[config.mk]
export PLATFORM = sky130hd
export DESIGN_NAME = refcounted_block_buffer_pool_top_flat
export DESIGN_NICKNAME = d
export VERILOG_FILES = /design/src/rtl/rbbp_pkg.sv /design/src/rtl/rbbp_if.sv /design/src/rtl/rbbp_csr.sv /design/src/rtl/rbbp_slot_store.sv /design/src/rtl/rbbp_ctrl.sv /design/src/rtl/refcounted_block_buffer_pool_top.sv /design/src/flat_wrapper.sv
export SDC_FILE = /design/constraint.sdc
export NUM_CORES = 1
export LEC_CHECK = 0
export ABC_AREA = 1
export ABC_CLOCK_PERIOD_IN_PS = 15400
export BUFFER_PORTS_ARGS = -buffer_cell sky130_fd_sc_hd__buf_2
export CORE_ASPECT_RATIO = 2
export CORE_UTILIZATION = 45
export DETAILED_ROUTE_END_ITERATION = 7
export PLACE_DENSITY = 0.67
export SLEW_MARGIN = 20
export SYNTH_ARGS = -nofsm -noshare
export SYNTH_HDL_FRONTEND = slang
export SYNTH_HIERARCHICAL = 1
export SYNTH_SLANG_ARGS = --single-unit
[constraint.sdc]
create_clock -name clock -period 15.4 [get_ports clock]
set_input_delay 0.77 -clock clock [delete_from_list [all_inputs] [get_ports clock]]
set_output_delay 0.77 -clock clock [all_outputs]
set_load 0.01 [all_outputs]
[src/rtl/rbbp_pkg.sv]
// Package for the block buffer pool: sizes, status codes and shared structs.
package rbbp_pkg;

   localparam int SLOTS       = 8;
   localparam int SLOT_W      = $clog2(SLOTS);
   localparam int BLOCK_BYTES = 1024;
   localparam int BLK_SHIFT   = $clog2(BLOCK_BYTES);
   localparam int DEV_W       = 8;
   localparam int BLK_W       = 22;
   localparam int CNT_W       = 8;
   localparam int IDX_W       = 3;
   localparam int STAT_W      = 3;
   localparam int DATA_W      = 32;
   localparam int CSR_AW      = 3;

   localparam logic [CNT_W-1:0] CNT_MAX = '1;

   localparam logic OP_ACQUIRE = 1'b0;
   localparam logic OP_RELEASE = 1'b1;

   localparam logic [CSR_AW-1:0] REG_DISK_BASE = 3'd0;
   localparam logic [CSR_AW-1:0] REG_DISK_SIZE = 3'd4;

   typedef enum logic [STAT_W-1:0] {
      ST_OK     = 3'd0,
      ST_RANGE  = 3'd1,
      ST_FULL   = 3'd2,
      ST_UNUSED = 3'd3,
      ST_MAXED  = 3'd4
   } status_type;

   typedef struct packed {
      logic [DATA_W-1:0] disk_base;
      logic [DATA_W-1:0] disk_size;
   } cfg_type;

   typedef struct packed {
      logic              en_count;
      logic              en_tag;
      logic [SLOT_W-1:0] idx;
      logic [CNT_W-1:0]  count;
      logic [DEV_W-1:0]  device;
      logic [BLK_W-1:0]  block;
   } wr_type;

   typedef struct packed {
      logic [CNT_W-1:0] count;
      logic [DEV_W-1:0] device;
      logic [BLK_W-1:0] block;
   } rd_type;

   typedef struct packed {
      logic [IDX_W-1:0]  slot_index;
      logic [DATA_W-1:0] block_address;
      logic              was_hit;
      logic [CNT_W-1:0]  new_count;
      logic [STAT_W-1:0] status;
   } rsp_type;

endpackage

[src/rtl/rbbp_if.sv]
// Valid/ready channel interfaces for request and response beats.
interface rbbp_req_if;
   import rbbp_pkg::*;
   logic             valid;
   logic             ready;
   logic             opcode;
   logic [DEV_W-1:0] device;
   logic [BLK_W-1:0] block_number;
   logic [IDX_W-1:0] release_slot;

   modport source (output valid, opcode, device, block_number, release_slot, input ready);
   modport sink   (input valid, opcode, device, block_number, release_slot, output ready);
endinterface

interface rbbp_rsp_if;
   import rbbp_pkg::*;
   logic              valid;
   logic              ready;
   logic [IDX_W-1:0]  slot_index;
   logic [DATA_W-1:0] block_address;
   logic              was_hit;
   logic [CNT_W-1:0]  new_count;
   logic [STAT_W-1:0] status;

   modport source (output valid, slot_index, block_address, was_hit, new_count, status,
                   input ready);
   modport sink   (input valid, slot_index, block_address, was_hit, new_count, status,
                   output ready);
endinterface

[src/rtl/rbbp_csr.sv]
// APB-style configuration registers: disk image base and size.
module rbbp_csr (
   input  logic                          clock,
   input  logic                          reset,
   input  logic                          psel,
   input  logic                          penable,
   input  logic                          pwrite,
   input  logic [rbbp_pkg::CSR_AW-1:0]   paddr,
   input  logic [rbbp_pkg::DATA_W-1:0]   pwdata,
   output logic [rbbp_pkg::DATA_W-1:0]   prdata,
   output logic                          pready,
   output rbbp_pkg::cfg_type             cfg
);
   import rbbp_pkg::*;

   cfg_type cfg_ff, cfg_in;
   logic    wr_en;

   assign pready = 1'b1;
   assign wr_en  = psel && penable && pwrite;

   always_comb begin
      cfg_in = cfg_ff;
      if (wr_en) begin
         case (paddr)
            REG_DISK_BASE: cfg_in.disk_base = pwdata;
            REG_DISK_SIZE: cfg_in.disk_size = pwdata;
            default:       cfg_in = cfg_ff;
         endcase
      end
   end

   always_comb begin
      case (paddr)
         REG_DISK_BASE: prdata = cfg_ff.disk_base;
         REG_DISK_SIZE: prdata = cfg_ff.disk_size;
         default:       prdata = '0;
      endcase
   end

   always_ff @(posedge clock) begin
      if (reset) begin
         cfg_ff <= '0;
      end else begin
         cfg_ff <= cfg_in;
      end
   end

   assign cfg = cfg_ff;

endmodule

[src/rtl/rbbp_slot_store.sv]
// Slot table storage: per-slot reference counts and device/block tags.
module rbbp_slot_store (
   input  logic                        clock,
   input  logic                        reset,
   input  logic [rbbp_pkg::SLOT_W-1:0] rd_idx,
   input  rbbp_pkg::wr_type            wr,
   output rbbp_pkg::rd_type            rd
);
   import rbbp_pkg::*;

   logic [CNT_W-1:0] count_ff [SLOTS];
   logic [DEV_W-1:0] device_ff [SLOTS];
   logic [BLK_W-1:0] block_ff [SLOTS];

   always_ff @(posedge clock) begin
      if (reset) begin
         for (int i = 0; i < SLOTS; i++) begin
            count_ff[i] <= '0;
         end
      end else if (wr.en_count) begin
         count_ff[wr.idx] <= wr.count;
      end
   end

   always_ff @(posedge clock) begin
      if (wr.en_tag) begin
         device_ff[wr.idx] <= wr.device;
         block_ff[wr.idx]  <= wr.block;
      end
   end

   assign rd.count  = count_ff[rd_idx];
   assign rd.device = device_ff[rd_idx];
   assign rd.block  = block_ff[rd_idx];

endmodule

[src/rtl/rbbp_ctrl.sv]
// Sequencer: range check, one-slot-per-cycle tag compare scan, count update.
module rbbp_ctrl (
   input  logic                        clock,
   input  logic                        reset,
   input  rbbp_pkg::cfg_type           cfg,
   rbbp_req_if.sink                    req,
   rbbp_rsp_if.source                  rsp,
   output logic [rbbp_pkg::SLOT_W-1:0] rd_idx,
   input  rbbp_pkg::rd_type            rd,
   output rbbp_pkg::wr_type            wr
);
   import rbbp_pkg::*;

   typedef enum logic [2:0] {
      S_IDLE,
      S_CHECK,
      S_SCAN,
      S_FINISH,
      S_DONE
   } state_type;

   state_type          st_ff, st_in;
   logic               op_ff, op_in;
   logic [DEV_W-1:0]   dev_ff, dev_in;
   logic [BLK_W-1:0]   blk_ff, blk_in;
   logic [IDX_W-1:0]   rel_ff, rel_in;
   logic [SLOT_W-1:0]  ptr_ff, ptr_in;
   logic [SLOT_W-1:0]  free_ff, free_in;
   logic               found_ff, found_in;
   logic [DATA_W-1:0]  addr_ff, addr_in;
   rsp_type            res_ff, res_in;
   rsp_type            out_ff, out_in;
   logic               out_valid_ff, out_valid_in;

   logic [BLK_W+BLK_SHIFT:0] end_byte;
   logic                     range_bad;
   logic                     match;
   logic                     accept;

   assign accept    = req.valid && req.ready;
   assign end_byte  = {({1'b0, blk_ff} + (BLK_W+1)'(1)), BLK_SHIFT'(0)};
   assign range_bad = (cfg.disk_base == '0) ||
                      (end_byte > (BLK_W+BLK_SHIFT+1)'(cfg.disk_size));
   assign match     = (rd.count != '0) && (rd.block == blk_ff) && (rd.device == dev_ff);

   always_comb begin
      st_in        = st_ff;
      op_in        = op_ff;
      dev_in       = dev_ff;
      blk_in       = blk_ff;
      rel_in       = rel_ff;
      ptr_in       = ptr_ff;
      free_in      = free_ff;
      found_in     = found_ff;
      addr_in      = addr_ff;
      res_in       = res_ff;
      out_in       = out_ff;
      out_valid_in = out_valid_ff && !rsp.ready;
      wr           = '0;
      wr.idx       = ptr_ff;
      wr.device    = dev_ff;
      wr.block     = blk_ff;

      case (st_ff)
         S_IDLE: begin
            if (accept) begin
               op_in  = req.opcode;
               dev_in = req.device;
               blk_in = req.block_number;
               rel_in = req.release_slot;
               ptr_in = (req.opcode == OP_RELEASE) ? SLOT_W'(req.release_slot) : '0;
               st_in  = S_CHECK;
            end
         end
         S_CHECK: begin
            res_in = '0;
            st_in  = S_DONE;
            if (op_ff == OP_RELEASE) begin
               res_in.slot_index = rel_ff;
               if ((32'(rel_ff) >= SLOTS) || (rd.count == '0)) begin
                  res_in.status = ST_UNUSED;
               end else begin
                  wr.en_count      = 1'b1;
                  wr.count         = rd.count - CNT_W'(1);
                  res_in.new_count = rd.count - CNT_W'(1);
                  res_in.status    = ST_OK;
               end
            end else if (range_bad) begin
               res_in.status = ST_RANGE;
            end else begin
               addr_in  = cfg.disk_base + DATA_W'({blk_ff, BLK_SHIFT'(0)});
               found_in = 1'b0;
               ptr_in   = '0;
               st_in    = S_SCAN;
            end
         end
         S_SCAN: begin
            if (match) begin
               res_in.slot_index    = IDX_W'(ptr_ff);
               res_in.block_address = addr_ff;
               res_in.was_hit       = 1'b1;
               if (rd.count == CNT_MAX) begin
                  res_in.new_count = CNT_MAX;
                  res_in.status    = ST_MAXED;
               end else begin
                  wr.en_count      = 1'b1;
                  wr.count         = rd.count + CNT_W'(1);
                  res_in.new_count = rd.count + CNT_W'(1);
                  res_in.status    = ST_OK;
               end
               st_in = S_DONE;
            end else begin
               if ((rd.count == '0) && !found_ff) begin
                  free_in  = ptr_ff;
                  found_in = 1'b1;
               end
               if (ptr_ff == SLOT_W'(SLOTS-1)) begin
                  st_in = S_FINISH;
               end else begin
                  ptr_in = ptr_ff + SLOT_W'(1);
               end
            end
         end
         S_FINISH: begin
            res_in = '0;
            if (!found_ff) begin
               res_in.status = ST_FULL;
            end else begin
               wr.en_count          = 1'b1;
               wr.en_tag            = 1'b1;
               wr.idx               = free_ff;
               wr.count             = CNT_W'(1);
               res_in.slot_index    = IDX_W'(free_ff);
               res_in.block_address = addr_ff;
               res_in.new_count     = CNT_W'(1);
               res_in.status        = ST_OK;
            end
            st_in = S_DONE;
         end
         S_DONE: begin
            if (!out_valid_ff || rsp.ready) begin
               out_in       = res_ff;
               out_valid_in = 1'b1;
               st_in        = S_IDLE;
            end
         end
         default: st_in = S_IDLE;
      endcase
   end

   always_ff @(posedge clock) begin
      if (reset) begin
         st_ff        <= S_IDLE;
         out_valid_ff <= 1'b0;
         found_ff     <= 1'b0;
         ptr_ff       <= '0;
      end else begin
         st_ff        <= st_in;
         out_valid_ff <= out_valid_in;
         found_ff     <= found_in;
         ptr_ff       <= ptr_in;
      end
      op_ff   <= op_in;
      dev_ff  <= dev_in;
      blk_ff  <= blk_in;
      rel_ff  <= rel_in;
      free_ff <= free_in;
      addr_ff <= addr_in;
      res_ff  <= res_in;
      out_ff  <= out_in;
   end

   assign rd_idx            = ptr_ff;
   assign req.ready         = (st_ff == S_IDLE);
   assign rsp.valid         = out_valid_ff;
   assign rsp.slot_index    = out_ff.slot_index;
   assign rsp.block_address = out_ff.block_address;
   assign rsp.was_hit       = out_ff.was_hit;
   assign rsp.new_count     = out_ff.new_count;
   assign rsp.status        = out_ff.status;

   a_no_write_idle: assert property (@(posedge clock) disable iff (reset)
      (st_ff == S_IDLE || st_ff == S_DONE) |-> !wr.en_count && !wr.en_tag)
      else $error("slot table written outside an active step");

   a_busy_after_accept: assert property (@(posedge clock) disable iff (reset)
      accept |=> !req.ready)
      else $error("request accepted while a step is in flight");

   a_hit_status: assert property (@(posedge clock) disable iff (reset)
      (rsp.valid && rsp.was_hit) |->
         (rsp.status == ST_OK || rsp.status == ST_MAXED))
      else $error("hit reported with an error status");

   a_err_fields: assert property (@(posedge clock) disable iff (reset)
      (rsp.valid && (rsp.status == ST_RANGE || rsp.status == ST_FULL)) |->
         (rsp.slot_index == '0 && rsp.new_count == '0 && rsp.block_address == '0))
      else $error("acquire error beat carries nonzero fields");

endmodule

[src/rtl/refcounted_block_buffer_pool_top.sv]
// Acquire: on a miss or a full table the request passes through check, a scan of every slot, claim
// and output; a hit ends the scan at the matching slot, and a range error ends at the check.
// Release: a check step, then the result beat is registered.
// One request in flight; the next request beat is taken once the result is loaded, and it is
// taken while the last result beat waits.
// Synchronous active-high reset clears all reference counts, disk_base and disk_size.
module refcounted_block_buffer_pool_top (
   input  logic                        clock,
   input  logic                        reset,
   input  logic                        psel,
   input  logic                        penable,
   input  logic                        pwrite,
   input  logic [rbbp_pkg::CSR_AW-1:0] paddr,
   input  logic [rbbp_pkg::DATA_W-1:0] pwdata,
   output logic [rbbp_pkg::DATA_W-1:0] prdata,
   output logic                        pready,
   rbbp_req_if.sink                    req,
   rbbp_rsp_if.source                  rsp
);
   import rbbp_pkg::*;

   cfg_type           cfg;
   wr_type            wr;
   rd_type            rd;
   logic [SLOT_W-1:0] rd_idx;

   rbbp_csr u_csr (
      .clock   (clock),
      .reset   (reset),
      .psel    (psel),
      .penable (penable),
      .pwrite  (pwrite),
      .paddr   (paddr),
      .pwdata  (pwdata),
      .prdata  (prdata),
      .pready  (pready),
      .cfg     (cfg)
   );

   rbbp_slot_store u_store (
      .clock  (clock),
      .reset  (reset),
      .rd_idx (rd_idx),
      .wr     (wr),
      .rd     (rd)
   );

   rbbp_ctrl u_ctrl (
      .clock  (clock),
      .reset  (reset),
      .cfg    (cfg),
      .req    (req),
      .rsp    (rsp),
      .rd_idx (rd_idx),
      .rd     (rd),
      .wr     (wr)
   );

endmodule
[src/flat_wrapper.sv]
// flat-port wrapper written by rule: the top's interface ports become plain ports
module refcounted_block_buffer_pool_top_flat import rbbp_pkg::*;
  (clock, reset, psel, penable, pwrite, paddr, pwdata, prdata, pready, req_valid, req_opcode, req_device, req_block_number, req_release_slot, req_ready, rsp_valid, rsp_slot_index, rsp_block_address, rsp_was_hit, rsp_new_count, rsp_status, rsp_ready);
  rbbp_req_if req_i ();
  rbbp_rsp_if rsp_i ();
  input  logic clock;
  input  logic reset;
  input  logic psel;
  input  logic penable;
  input  logic pwrite;
  input  logic [rbbp_pkg::CSR_AW-1:0] paddr;
  input  logic [rbbp_pkg::DATA_W-1:0] pwdata;
  output logic [rbbp_pkg::DATA_W-1:0] prdata;
  output logic pready;
  input wire logic [$bits(req_i.valid)-1:0] req_valid;
  input wire logic [$bits(req_i.opcode)-1:0] req_opcode;
  input wire logic [$bits(req_i.device)-1:0] req_device;
  input wire logic [$bits(req_i.block_number)-1:0] req_block_number;
  input wire logic [$bits(req_i.release_slot)-1:0] req_release_slot;
  output wire logic [$bits(req_i.ready)-1:0] req_ready;
  output wire logic [$bits(rsp_i.valid)-1:0] rsp_valid;
  output wire logic [$bits(rsp_i.slot_index)-1:0] rsp_slot_index;
  output wire logic [$bits(rsp_i.block_address)-1:0] rsp_block_address;
  output wire logic [$bits(rsp_i.was_hit)-1:0] rsp_was_hit;
  output wire logic [$bits(rsp_i.new_count)-1:0] rsp_new_count;
  output wire logic [$bits(rsp_i.status)-1:0] rsp_status;
  input wire logic [$bits(rsp_i.ready)-1:0] rsp_ready;
  assign req_i.valid = req_valid;
  assign req_i.opcode = req_opcode;
  assign req_i.device = req_device;
  assign req_i.block_number = req_block_number;
  assign req_i.release_slot = req_release_slot;
  assign req_ready = req_i.ready;
  assign rsp_valid = rsp_i.valid;
  assign rsp_slot_index = rsp_i.slot_index;
  assign rsp_block_address = rsp_i.block_address;
  assign rsp_was_hit = rsp_i.was_hit;
  assign rsp_new_count = rsp_i.new_count;
  assign rsp_status = rsp_i.status;
  assign rsp_i.ready = rsp_ready;
  refcounted_block_buffer_pool_top u_core (.clock(clock), .reset(reset), .psel(psel), .penable(penable), .pwrite(pwrite), .paddr(paddr), .pwdata(pwdata), .prdata(prdata), .pready(pready), .req(req_i), .rsp(rsp_i));
endmodule
==> impl_metrics.json, run 1 <==
{
  "clockBufferDepth": 3,
  "synthDistinctLibCells": 53,
  "grt_usage_pct": 23.2,
  "drive_above_1_share_pct": 13.9,
  "crit_path_frequent_cell": "nand2_1",
  "worstPathRequired_ns": 15.65,
  "die_y_um": 340,
  "antenna_found_initial": 0,
  "skew_ns": 0.0253,
  "die_w_um": 171,
  "core-area_um2": 56300,
  "setup_viol": 0,
  "io-pin-count": 158,
  "path_cells": "inv_4 -> buf_4 -> nand2_1 -> nand3_1 -> nand2_1 -> nand2_1 -> nand2_1 -> xor2_1 -> nor4_1 -> nand2_1 -> nor2_1 -> nand2_1 -> nor2_1 -> nand2_2 -> nand3_1 -> inv_1 -> nor2_4 -> nand4_2 -> nand2_1",
  "synth_warnings": 6,
  "grt-ovfl-total": 0,
  "vias_per_cell": 5.03,
  "end_kind": "register",
  "drt_wl_total_mm": 66.0,
  "hpwl_mm": 45.1,
  "portBuffers": 156,
  "grtUsageMet2_pct": 43.9,
  "status": "completed",
  "synth.avg_cell_area_um2": 9.28,
  "dieArea_um2": 58000,
  "numCtsBuffers": 46,
  "path_buf_inv": 3,
  "yosysTopAreaCell": "edfxtp_1",
  "wire_per_inst_um": 17.9,
  "timing.final.crit_share_pct": 36.8,
  "h-tree-depth": 2,
  "hp-class": "input pin to register",
  "grt_busiest_layer": "met2",
  "mostFrequentLayoutCells": "nand2_1 (796), edfxtp_1 (467), inv_1 (399)",
  "drv_cap": 0,
  "min_period_ns": 5.67,
  "synth_cells": 2763,
  "yosys.area_share.simple_pct": 23.1,
  "cts_setup_buffers": 0,
  "critPathLaunchType": "register",
  "timing.critical_path.arrival_ns": 5.92,
  "drc": 0,
  "hold_viol": 0,
  "relSlewSlack_pct": 26.0,
  "rows": 123,
  "synth-seq-cells": 539,
  "synth_top_cell_area_share_pct": 54.7,
  "netlist_area_um2": 25600,
  "floorplan.initialDensity_pct": 45.5,
  "drt_pre_antenna_iters": 5,
  "critPathSlowestCell": "buf_4",
  "rsz0062_at_grt": "no",
  "syn-num-nets": 2889,
  "clock_latency_ns": 0.59,
  "cp_top_family": "simple AND/OR/NAND/NOR gates",
  "crit_fanout": 98,
  "grt_pass1_vias": 18700,
  "fmax_ghz": 0.176,
  "path_class": "register to register",
  "post-route-cell-area_um2": 28600,
  "synth.mux.area_fraction_pct": 0,
  "finalMaxSlewViolations": 0,
  "use_met1_pct": 21.8,
  "cts.sinks": 539,
  "cts_tree": "built",
  "worst_pin_slew_ns": 1.11,
  "fin_tns_setup_ns": 0,
  "nets": 3018,
  "leakagePower_nw": 12.6,
  "initialDrtViolationCount": 1143,
  "ys_seq_area_share_pct": 60.3,
  "antenna_left": 0,
  "netlist_top_cells_area": "edfxtp_1 (55%), nand2_1 (12%), inv_1 (5.9%)",
  "ctsResizeCount": 0,
  "place_area_um2": 27100,
  "hold_buffers": 0,
  "vdd_drop_max_mv": 0.0975,
  "final_common_cell": "nand2_1",
  "clockRootBuffer": "clkbuf_16",
  "clk_pin_slew_ns": 0.07,
  "p_per_area_nw_per_um2": 120,
  "diodes": 0,
  "synth_top_family_by_area": "simple AND/OR/NAND/NOR gates",
  "gp_congestion": 0.933,
  "synth_fa_ha_area_share_pct": 2.47,
  "use_met3_pct": 2.80,
  "vias": 18500,
  "syn2layout_area_growth_pct": 11.4,
  "synthXorXnorAreaFrac_pct": 2.63,
  "cpPeakStageDelay_ns": 0.87,
  "grt_pass1_wl_mm": 101,
  "synth_compound_area_share_pct": 1.95,
  "grt_max_degree": 99
}
[registers in the layout (all words and copies together), names as in the netlist]
signal                           count
u_core/u_ctrl/rel_ff                 3
u_core/u_ctrl/rsp.slot_index         3
u_core/u_ctrl/dev_ff                 8
u_core/u_ctrl/res_ff                47
u_core/u_ctrl/blk_ff                22
u_core/u_store/block_ff            176
u_core/u_ctrl/found_ff               1
u_core/u_store/device_ff            64
u_core/u_store/count_ff             64
u_core/u_ctrl/rsp.block_address     32
u_core/u_ctrl/st_ff                  3
u_core/u_ctrl/rsp.was_hit            1
u_core/u_ctrl/free_ff                3
u_core/u_ctrl/op_ff                  1
u_core/u_ctrl/rsp.new_count          8
u_core/u_ctrl/addr_ff               32
u_core/u_ctrl/rsp.valid              1
u_core/u_csr/cfg                    64
u_core/u_ctrl/rsp.status             3
u_core/u_ctrl/rd_idx                 3
[synthesized netlist by cell type (all sizes together)]
cell    count
a211oi      2
a21oi      43
a22oi       3
fa          1
nor2      303
nand3b      3
and3        1
a221oi      1
a21o        2
a31oi       1
nand4      21
nor4       27
or3         1
o221ai      1
o211ai      4
nand2     801
nor3       13
nand3     233
edfxtp    467
o22ai       3
dfxtp      72
xnor2      14
xor2       63
inv       502
ha         49
o31ai       1
clkinv      1
o21ai      26
clkbuf     12
conb        1
or2         2
o21bai      2
and2        1
buf        86
[through the flow]
step	instances	setup WS [ns]	hold slack (ns)	power [W]	util (%)
after global placement	3594	10.03	0.401	0.00228	48.1
after floorplan	2763	10.46	0.400	0.00211	-
after detailed placement	3594	9.76	0.405	0.00229	48.1
final	3679	9.73	0.345	0.00342	50.7
after global routing	3679	9.29	0.334	0.00355	50.7
after CTS	3679	9.71	0.315	0.00344	50.7
[per-layer routing]
metal  wire length, um  vias up
li1                  -     9002
met1             22000     8791
met2             35500      521
met3              2650      202
met4              5800        0
met5                 0        -
[report_power, final]
part | switching, W | total (W) | internal (W)
clock network | 0.000535 | 0.00116 | 0.000625
registers | 0.0000553 | 0.00171 | 0.00165
logic | 0.000388 | 0.000547 | 0.000159
[path summary, 6_finish.rpt]
check / start / to / slack [ns] / cells after the start
worst max-delay path: u_core/u_ctrl/rd_idx[0] / u_core/u_store/count_ff[0][3] / 9.73 / 19
worst min-delay path: req_block_number[13] / u_core/u_ctrl/blk_ff[13] / 0.35 / 1
worst max register to register: u_core/u_ctrl/rd_idx[0] / u_core/u_store/count_ff[0][3] / 9.73 / 19
worst min register to register: u_core/u_ctrl/res_ff[9] / u_core/u_ctrl/rsp.new_count[6] / 0.42 / 0
[cells by family after synthesis]
| kind of cell | Yosys count |
|---|---|
| compound gates | 89 |
| xor+xnor | 77 |
| fa+ha+maj | 50 |
| buf+inv | 601 |
| flops | 539 |
| other cells | 1 |
| simple gates | 1406 |
[cell type report]
cell class	instances	area [um^2]
fill	5203	27800
sequential	539	15500
multi-input combinational	1623	7830
clock inverter	33	314
clock buffer	52	1170
tap	750	938
inverter	503	1890
timing repair buffer	179	953
No activity file was read; power rests on OpenSTA's default activity.
==> inputs of run 2 (changes only) <==
ABC_CLOCK_PERIOD_IN_PS = 5400   (was 15400)
clock period = 5.4 ns   (was 15.4 ns; I/O delays follow)
==> run 2 against run 1 <==
Sequential power grew to 2.8 times the previous value. Worst hold slack lost 0.31 ns. Combinational power grew to 3.0 times the previous value. Design area grew 2.6%. Total power grew to 2.8 times the previous value. Critical path depth grew 2. Largest power group unchanged.
==> impl_metrics.json, run 2 (synthesized netlist as in run 1, its figures left out) <==
{
  "path_cells": "inv_4 -> buf_4 -> nand2_1 -> nand3_1 -> nand2_1 -> nand2_1 -> nand2_1 -> inv_1 -> nor2_1 -> nor4_1 -> nand3_1 -> nor2_1 -> buf_4 -> nand2_1 -> nor2_1 -> nand2_2 -> nand3_1 -> inv_1 -> nor2_4 -> nand4_2 -> nand2_1",
  "seq_power_share_pct": 49.9,
  "diodes": 0,
  "fillers": 5194,
  "path_buf_inv": 5,
  "antenna_found_initial": 0,
  "grt_pass1_wl_mm": 104,
  "core-area_um2": 56300,
  "crit_start": "u_core/u_ctrl/rd_idx[0]",
  "largest_reg_flops": 176,
  "p_sw_w": 0.00277,
  "gp_congestion": 1.02,
  "critPathLaunchType": "register",
  "status": "completed",
  "crit_path_frequent_cell": "nand2_1",
  "relSlewSlack_pct": 31.6,
  "cp.depth": 21,
  "vias_per_cell": 5.02,
  "hold_viol": 0,
  "setup_viol": 0,
  "timing.critical_path.arrival_ns": 5.22,
  "min_period_ns": 4.94,
  "end_kind": "register",
  "path_class": "register to register",
  "initialDrtViolationCount": 1178,
  "nets": 3098,
  "fmax_ghz": 0.202,
  "drt_wl_total_mm": 67.6,
  "hpwl_mm": 45.7,
  "reg2regPathDepth": 21,
  "finalMaxSlewViolations": 0,
  "grt_usage_pct": 23.9,
  "largest-register": "u_core/u_store/block_ff",
  "skew_ns": 0.0246,
  "drc": 0,
  "antenna_left": 0,
  "portBuffers": 156,
  "place_area_um2": 27300,
  "rrSetupSlack_ns": 0.46,
  "clockBufferDepth": 3,
  "vias": 18900,
  "clock_latency_ns": 0.60,
  "internal_power_w": 0.00693,
  "hp-class": "input pin to register",
  "wire_per_inst_um": 18.0,
  "die_w_um": 171,
  "die_y_um": 340,
  "dieArea_um2": 58000,
  "grt_max_degree": 158,
  "numCtsBuffers": 46,
  "r2r-end": "u_core/u_store/count_ff[5][6]",
  "syn2layout_area_growth_pct": 14.2,
  "mostFrequentLayoutCells": "nand2_1 (796), edfxtp_1 (467), inv_1 (401)",
  "timing.final.crit_share_pct": 91.6,
  "clkPwrFrac_pct": 32.9,
  "multi_input_area_um2": 7820,
  "clockRootBuffer": "clkbuf_16",
  "cp_top_family": "simple AND/OR/NAND/NOR gates",
  "final_common_cell": "nand2_1",
  "post-route-cell-area_um2": 29300,
  "fin_tns_setup_ns": 0,
  "cpPeakStageDelay_ns": 0.59,
  "grt-ovfl-total": 0,
  "crit_fanout": 52,
  "drt_pre_antenna_iters": 5,
  "worstPathRequired_ns": 5.67,
  "cts_tree": "built",
  "drv_cap": 0,
  "rows": 123,
  "grt_pass1_vias": 19200,
  "critPathSlowestCell": "nor4_1",
  "r2r_start": "u_core/u_ctrl/rd_idx[0]",
  "io-pin-count": 158,
  "clk_pin_slew_ns": 0.07,
  "seq_area_um2": 15500,
  "vdd_drop_max_mv": 0.275,
  "rsz0062_at_grt": "no",
  "leakagePower_nw": 12.9,
  "cts.sinks": 539,
  "drive_above_1_share_pct": 13.8,
  "worst_pin_slew_ns": 1.02,
  "p_per_area_nw_per_um2": 331,
  "crit_path_end": "u_core/u_store/count_ff[5][6]",
  "p_sw_share_pct": 28.5,
  "pwr-share-comb_pct": 17.1,
  "floorplan.initialDensity_pct": 45.5,
  "h-tree-depth": 2
}
run 2: cell count changes in the layout (fill, tap and decap cells not counted), sizes merged:
cell,previous run,this run
buf,179,197
clkinvlp,5,4
clkbuf,52,61
clkinv,21,15
bufinv,4,2
inv,506,504
dlygate4sd3,0,62
run 2: area by class of cell:
type,instances,area share [%]
Sequential cell,539,52.8
Multi-Input combinational cell,1623,26.7
Inverter,503,6.46
Timing Repair Buffer,259,6.05
Clock buffer,61,4.19
Tap cell,750,3.20
Clock inverter,22,0.619
run 2: worst reg2reg max path, cell delays in order, from the launching register on:
cell and delay, ns:
dfxtp_4 0.36, inv_4 0.43, buf_4 0.41, nand2_1 0.10, nand3_1 0.08, nand2_1 0.06, nand2_1 0.05, nand2_1 0.10
inv_1 0.06, nor2_1 0.04, nor4_1 0.59, nand3_1 0.44, nor2_1 0.25, buf_4 0.15, nand2_1 0.08, nor2_1 0.23
nand2_2 0.14, nand3_1 0.10, inv_1 0.07, nor2_4 0.26, nand4_2 0.26, nand2_1 0.35
run 2: layer usage:
metal / up-vias / global-route usage [%] / wire length [um]
met4: 0 / 16.6 / 5050
met3: 213 / 2.80 / 3040
met2: 657 / 46.0 / 36900
met5: - / 0 / 0
li1: 9149 / - / -
met1: 8835 / 22.9 / 22700
run 2: power by group through the flow:
stage          clock network, W  registers [W]  logic [W]
2_1_floorplan                 0        0.00490    0.00112
3_5_place_dp                  0        0.00493    0.00161
6_report                0.00319        0.00484    0.00166
5_1_grt                 0.00340        0.00485    0.00184
4_1_cts                 0.00326        0.00484    0.00166
3_3_place_gp                  0        0.00493    0.00159
run 2: through the flow:
step	util (%)	power, W	hold WS, ns	instances	worst slack [ns]
final	52.0	0.00970	0.0311	3757	0.456
after global routing	52.0	0.0101	0.0279	3757	0.133
after CTS	52.0	0.00976	0.00171	3757	0.471
after detailed placement	48.4	0.00655	0.405	3612	0.509
after global placement	48.4	0.00652	0.405	3612	0.685
after floorplan	-	0.00602	0.339	2763	0.460
run 2: repair_timing:
item / in CTS / in global routing
resized for setup: 0 / 0
setup endpoints to repair: 0 / 0
hold buffers: 62 / 0
endpoints found under the hold margin: 79 / 0
buffers inserted: 0 / 0
run 2: worst min path at each step:
stage | start | endpoint | slack, ns | cells past startpoint
final | reset | u_core/u_ctrl/rsp.valid | 0.03 | 2
after floorplan | reset | u_core/u_ctrl/rsp.valid | 0.34 | 1
after detailed placement | u_core/u_ctrl/res_ff[32] | u_core/u_ctrl/rsp.block_address[20] | 0.40 | 0
after CTS | pwdata[18] | u_core/u_csr/cfg[18] | 0.002 | 5
after global placement | u_core/u_ctrl/res_ff[21] | u_core/u_ctrl/rsp.block_address[9] | 0.40 | 0
after global routing | reset | u_core/u_ctrl/rsp.valid | 0.03 | 2
